`src/rtl/core/skt_pkg.sv`:
```
// ----------------------------------------------------------------------------
// skt_pkg
// Shared constants, codes and control structs of the sorted key table.
// ----------------------------------------------------------------------------
`default_nettype none

package skt_pkg;

  localparam int unsigned DEPTH_DEF     = 256;
  localparam int unsigned KEY_BITS_DEF  = 64;
  localparam int unsigned SIZE_BITS_DEF = 24;

  // fixed field widths at the ports
  localparam int unsigned OP_W      = 2;
  localparam int unsigned KEY_W     = 64;
  localparam int unsigned FSZ_W     = 25;
  localparam int unsigned OID_W     = 64;
  localparam int unsigned STAT_W    = 2;
  localparam int unsigned CNT_OUT_W = 9;
  localparam int unsigned CONT_W    = 25;
  localparam int unsigned META_W    = 21;
  localparam int unsigned IN_DATA_W  = 184;
  localparam int unsigned OUT_DATA_W = 200;

  localparam int unsigned CFG_IDX_W  = 1;
  localparam int unsigned CFG_DATA_W = 25;
  localparam logic [CFG_IDX_W-1:0] REG_CONTAINER = 1'd0;
  localparam logic [CFG_IDX_W-1:0] REG_METADATA  = 1'd1;

  localparam logic [CONT_W-1:0] CONT_RST = 25'd4194304;
  localparam logic [META_W-1:0] META_RST = 21'd4096;

  localparam logic [OP_W-1:0] OP_INSERT = 2'd0;
  localparam logic [OP_W-1:0] OP_LOOKUP = 2'd1;
  localparam logic [OP_W-1:0] OP_DELETE = 2'd2;
  localparam logic [OP_W-1:0] OP_CLEAR  = 2'd3;

  localparam logic [STAT_W-1:0] ST_OK   = 2'd0;
  localparam logic [STAT_W-1:0] ST_MISS = 2'd1;
  localparam logic [STAT_W-1:0] ST_FULL = 2'd2;

  typedef struct packed {
    logic latch;     // take the request, init search window and shift pointer
    logic rd_mid;    // read probe entry
    logic ins_step;  // upper-bound search step
    logic srch_step; // exact search step
    logic sh_rd;     // read entry j-1
    logic sh_wr;     // write it to j
    logic ins_wr;    // write new entry, update counters
    logic found;     // lookup/delete hit on probed entry
    logic miss;
    logic full;
    logic clr;
    logic load;      // move result to output register
  } skt_cmd_t;

  typedef struct packed {
    logic [OP_W-1:0] op;
    logic            full;
    logic            srch_end;
    logic            key_eq;
    logic            sh_done;
  } skt_stat_t;

endpackage

`default_nettype wire

```
`src/rtl/core/skt_ctrl.sv`:
```
// ----------------------------------------------------------------------------
// skt_ctrl
// Sequencer: search, shift and write steps for one request at a time.
// ----------------------------------------------------------------------------
`default_nettype none

module skt_ctrl (
  input  wire logic               clk,
  input  wire logic               rst_n,
  input  wire logic               in_tvalid,
  output logic                    in_tready,
  output logic                    out_tvalid,
  input  wire logic               out_tready,
  input  wire skt_pkg::skt_stat_t stat,
  output skt_pkg::skt_cmd_t       cmd
);

  typedef enum logic [3:0] {
    S_IDLE, S_DISP, S_INS_CHK, S_I_RD, S_I_CMP, S_SH_RD, S_SH_WR,
    S_L_RD, S_L_CMP, S_FIN
  } state_t;

  state_t state_r, state_nxt;
  logic   out_valid_r, out_valid_nxt;

  assign in_tready  = (state_r == S_IDLE);
  assign out_tvalid = out_valid_r;

  always_comb begin
    cmd           = '0;
    state_nxt     = state_r;
    out_valid_nxt = out_valid_r;
    if (out_valid_r && out_tready) begin
      out_valid_nxt = 1'b0;
    end
    case (state_r)
      S_IDLE: begin
        if (in_tvalid) begin
          cmd.latch = 1'b1;
          state_nxt = S_DISP;
        end
      end
      S_DISP: begin
        case (stat.op)
          skt_pkg::OP_INSERT: state_nxt = S_INS_CHK;
          skt_pkg::OP_LOOKUP, skt_pkg::OP_DELETE: state_nxt = S_L_RD;
          default: begin
            cmd.clr   = 1'b1;
            state_nxt = S_FIN;
          end
        endcase
      end
      S_INS_CHK: begin
        if (stat.full) begin
          cmd.full  = 1'b1;
          state_nxt = S_FIN;
        end else begin
          state_nxt = S_I_RD;
        end
      end
      S_I_RD: begin
        if (stat.srch_end) begin
          state_nxt = S_SH_RD;
        end else begin
          cmd.rd_mid = 1'b1;
          state_nxt  = S_I_CMP;
        end
      end
      S_I_CMP: begin
        cmd.ins_step = 1'b1;
        state_nxt    = S_I_RD;
      end
      S_SH_RD: begin
        if (stat.sh_done) begin
          cmd.ins_wr = 1'b1;
          state_nxt  = S_FIN;
        end else begin
          cmd.sh_rd = 1'b1;
          state_nxt = S_SH_WR;
        end
      end
      S_SH_WR: begin
        cmd.sh_wr = 1'b1;
        state_nxt = S_SH_RD;
      end
      S_L_RD: begin
        if (stat.srch_end) begin
          cmd.miss  = 1'b1;
          state_nxt = S_FIN;
        end else begin
          cmd.rd_mid = 1'b1;
          state_nxt  = S_L_CMP;
        end
      end
      S_L_CMP: begin
        if (stat.key_eq) begin
          cmd.found = 1'b1;
          state_nxt = S_FIN;
        end else begin
          cmd.srch_step = 1'b1;
          state_nxt     = S_L_RD;
        end
      end
      S_FIN: begin
        if (!out_valid_r || out_tready) begin
          cmd.load      = 1'b1;
          out_valid_nxt = 1'b1;
          state_nxt     = S_IDLE;
        end
      end
      default: state_nxt = S_IDLE;
    endcase
  end

  always_ff @(posedge clk) begin
    if (!rst_n) begin
      state_r     <= S_IDLE;
      out_valid_r <= 1'b0;
    end else begin
      state_r     <= state_nxt;
      out_valid_r <= out_valid_nxt;
    end
  end

endmodule

`default_nettype wire

```
`config.mk`:
```
export PLATFORM = sky130hd
export DESIGN_NAME = skt_ctrl
export DESIGN_NICKNAME = d
export VERILOG_FILES = /design/src/rtl/core/skt_pkg.sv /design/src/rtl/core/skt_ctrl.sv
export SDC_FILE = /design/constraint.sdc
export NUM_CORES = 1
export LEC_CHECK = 0
export BUFFER_PORTS_ARGS = -buffer_cell sky130_fd_sc_hd__buf_2
export CAP_MARGIN = 20
export CORE_MARGIN = 3
export CORE_UTILIZATION = 30
export DETAILED_ROUTE_END_ITERATION = 12
export PLACE_DENSITY = 0.64
export SYNTH_ARGS = -nofsm -noshare
export SYNTH_HDL_FRONTEND = slang
export SYNTH_SLANG_ARGS = --single-unit
```
`constraint.sdc`:
```
create_clock -name clk -period 1.5 [get_ports clk]
set_input_delay 0.375 -clock clk [delete_from_list [all_inputs] [get_ports clk]]
set_output_delay 0.375 -clock clk [all_outputs]
set_load 0.01 [all_outputs]
```
# == Word level (Yosys, flattened, before mapping) ==
# Cells that the tools add are included.
# Widths: inputs -> output; s select.
# word_totals
register_bits,5
output_inout_bits,14
elab_cells,58
# classes
n_eq_ne,13
n_mux,34
n_reduce_logical,9
# ops
cell,count
$pmux 4 s10,1
$mux 1,27
$mux 4,5
$eq 4x3->1 const B,4
$eq 4x2->1 const B,2
$eq 4x4->1 const B,2
$pmux 4 s2,1
$eq 4x1->1 const B,1
$logic_not 4->1,1
$ne 2x2->1 const B,2
$reduce_or 2->1,2
$reduce_or 3->1,1
$eq 2x1->1 const B,1
$eq 2x2->1 const B,1
$logic_not 2->1,1
$reduce_and 2->1,1
$logic_and 1x1->1,1
$logic_not 1->1,1
$logic_or 1x1->1,1

# == Depth between registers and ports, before layout ==
# logic_depth
depth_word,4
mapped_depth,5
ltp_nobuf,5

# == Least setup slack after synthesis ==
# OpenSTA, ideal clock, no wires.
# synth_path
path_kind,register -> output
from,register state_r[0]
to,output cmd[11] (netlist bit)
t_arrival_ns,1.144
required_time_ns,1.125
setup_slack_ns,-0.019
stages_incl_launch_ff,4
n_path_buf,1
cell_sequence,dfxtp_1 > buf_2 > nor4_2 > and2_1
# synth_rtl
item,line_no,source
from (decl),skt_ctrl.sv:23,"state_t state_r, state_nxt;"
from (signal assigned),skt_ctrl.sv:120,state_r <= state_nxt;
to (decl),skt_ctrl.sv:15,output skt_pkg::skt_cmd_t cmd

==> impl_metrics.py <==
metrics = {
    "timing": {
        "setup_tns_ns": -0.9263,
        "setup_ws_ns": -0.1482,
        "timing.slew.headroom_pct": 79.85,
        "finalCritPeriodShare_pct": 109.9,
        "fmax_mhz": 606.7,
        "setup_viol": 13,
        "min_period_ns": 1.648,
        "skew_ns": 0.002905,
        "hold_viol": 0,
        "finalMaxSlewViolations": 0,
        "worstMarginPinSlew_ns": 0.2990,
        "rsz0062_at_grt": "true",
    },
    "global_routing": {
        "grt_max_degree": 13,
        "gr-total-overflow": 0,
        "antenna_found_initial": 0,
        "track_usage_pct": 14.60,
        "grt_pass1_wl_um": 2808,
        "grt_pass1_vias": 626,
    },
    "finish": {
        "layout_commonest_cell": "buf_2",
        "multi_input_area_um2": 504.2,
        "fin_area_um2": 950.9,
        "antennaDiodeCount": 0,
        "final_nets": 124,
        "area_growth_pct": 66.67,
        "fillers": 169,
        "drive_above_1_share_pct": 60.00,
        "layout_common_cells": "buf_2, buf_4, inv_1, buf_6",
        "regArea_um2": 112.6,
    },
    "floorplan": {
        "die-area_um2": 2461,
        "die_width_um": 49.61,
        "start_util_pct": 32.34,
        "num_rows": 15,
        "core_um2": 1764,
        "ioPinCount": 24,
        "die_height_um": 49.61,
    },
    "critical_path": {
        "cp_slowest_cell": "dfxtp_4",
        "crit_arrival_ns": 1.27,
        "r2r-start": "state_r[1]",
        "max_stage_delay_ns": 0.36,
        "r2r_end": "state_r[0]",
        "crit_required_ns": 1.12,
        "critPathLaunch": "state_r[3]",
        "path_class": "reg2out",
        "critPathLaunchType": "flip-flop",
        "path_cells": "nand2b_2 -> nor3_4 -> buf_2",
        "cp_max_fo": 5,
        "rr_worst_depth": 7,
        "reg2reg_setup_slack_ns": 0.05,
        "end_kind": "output pin",
    },
    "hold_path": {
        "hp-start": "rst_n",
        "hold_class": "in2reg",
        "hold_depth": 2,
        "min_to": "state_r[3]",
    },
    "clock_tree": {
        "postCtsHoldBufs": 0,
        "path_clk_slew_ns": 0.04,
        "worstSkewPairLatency_ns": 0.24,
        "clock-root-buffer": "clkbuf_4",
        "cts_tree": "done",
        "cts_htree_levels": 1,
        "cts_buffers": 3,
        "cts_buffer_depth": 2,
        "cts_sinks": 5,
    },
    "synth": {
        "synth.distinct_cells": 40,
        "syn_avg_cell_area_um2": 8.151,
        "synth-edff-count": 0,
        "synth_top_flop_cell": "dfxtp_1",
        "synth_seq_cells": 5,
        "synth_cells": 70,
        "ys_async_sr_fraction_pct": 0,
        "ys_warn_count": 0,
        "syn-num-nets": 83,
        "synth_seq_area_share_pct": 17.54,
        "synth.cell_area_um2": 570.5,
    },
    "placed_design": {
        "place_congestion": 0.7948,
        "portBuffers": 23,
        "dpl_cell_area_um2": 762.0,
        "hpwl_um": 1221,
    },
    "power": {
        "p_leak_nw": 0.4355,
        "vdd_drop_max_uv": 638.2,
        "powerDensity_nw_per_um2": 1300,
    },
    "route": {
        "detail_route.first_pass.iterations": 4,
        "vias_per_cell": 5.037,
        "drt_wl_total_um": 1830,
        "drcViolationCount": 0,
        "drtAntennaViolNets": 0,
        "wire_per_inst_um": 13.56,
        "drt-initial-drc-count": 14,
        "num_vias": 680,
    },
    "run": {
        "maxCapViolCount": 0,
    },
    "run_status": {
        "violations": "negative setup slack",
        "status": "finished with violations",
    },
}
## cells in the mapped netlist (2+ instances only)
| cell type | number | share of area (%) |
|---|---|---|
| ha_1 | 3 | 6.6 |
| nor2b_1 | 2 | 2.2 |
| a21oi_1 | 3 | 2.6 |
| nand3_1 | 3 | 2.6 |
| nand2b_1 | 4 | 4.4 |
| nor2_1 | 5 | 3.3 |
| inv_1 | 4 | 2.6 |
| o21a_1 | 3 | 3.9 |
| dfxtp_1 | 5 | 18 |
| buf_4 | 2 | 2.6 |
| nand2b_2 | 2 | 3.1 |
| nor3_1 | 6 | 5.3 |
## power breakdown
group	internal [mW]	switching, mW
registers	0.178	0.0369
clock network	0.101	0.0569
logic	0.430	0.433
total	0.709	0.527
## state kept, by name, summed over array words and instances (netlist names)
| signal | flops |
|---|---|
| state_r | 4 |
| out_tvalid | 1 |
## worst max-delay path by stage
| stage | to | slack [ns] | depth (start not counted) |
|---|---|---|---|
| 2_1_floorplan | cmd[11] | 0.05 | 3 |
| 3_3_place_gp | cmd[11] | 0.008 | 4 |
| 3_5_place_dp | cmd[11] | -0.03 | 4 |
| 4_1_cts | cmd[11] | -0.13 | 4 |
| 5_1_grt | cmd[5] | -0.20 | 3 |
| 6_report | cmd[5] | -0.15 | 3 |
## worst max-delay path, delay by kind of cell (launching register included)
family,cells,cell delay [ns]
flops,1,0.36
buf+inv,1,0.16
simple gates,2,0.50
## layer usage
layer	track usage (%)	share of wire, %	vias to the layer above
li1	-	-	337
met1	18.53	46	324
met2	24.67	50	15
met3	1.208	3.0	4
met4	6.912	1.3	0
met5	0	0	-
## area by class of cell
cell class	instances	area share [%]
inverters	5	1.974
flip-flops and latches	5	11.84
multi-input cells	56	53.03
well taps	25	3.289
repair buffers	40	27.11
clock buffers	4	2.763
## logic make-up (layout without fill, tap and decap cells)
logic type | count (synthesis) | in the layout | synth area share [%]
and+or+nand+nor | 37 | 37 | 40.79
AOI/OAI and AO/OA | 15 | 15 | 24.56
buffers and inverters | 9 | 49 | 8.769
DFF | 5 | 5 | 17.54
adders and majority gates | 3 | 3 | 6.580
muxes | 1 | 1 | 1.754
## metrics by stage
step	util, %	power [mW]	std cells	setup WS, ns	hold slack (ns)
after floorplan	-	0.6543	70	0.04521	0.4925
after global routing	53.90	1.312	135	-0.1958	0.4003
final	53.90	1.236	135	-0.1482	0.3996
after detailed placement	43.19	0.8466	123	-0.02879	0.6602
after global placement	43.19	0.8369	123	0.008360	0.6502
after CTS	49.01	1.110	132	-0.1280	0.3936
## repair_timing
| action | 4_1_cts | 5_1_grt |
|---|---|---|
| endpoints found under the setup margin | 12 | 13 |
| resized for setup | 11 | 15 |
| setup buffers | 5 | 3 |
| pin swaps | 3 | 4 |
(Power assumes the default switching activity.)
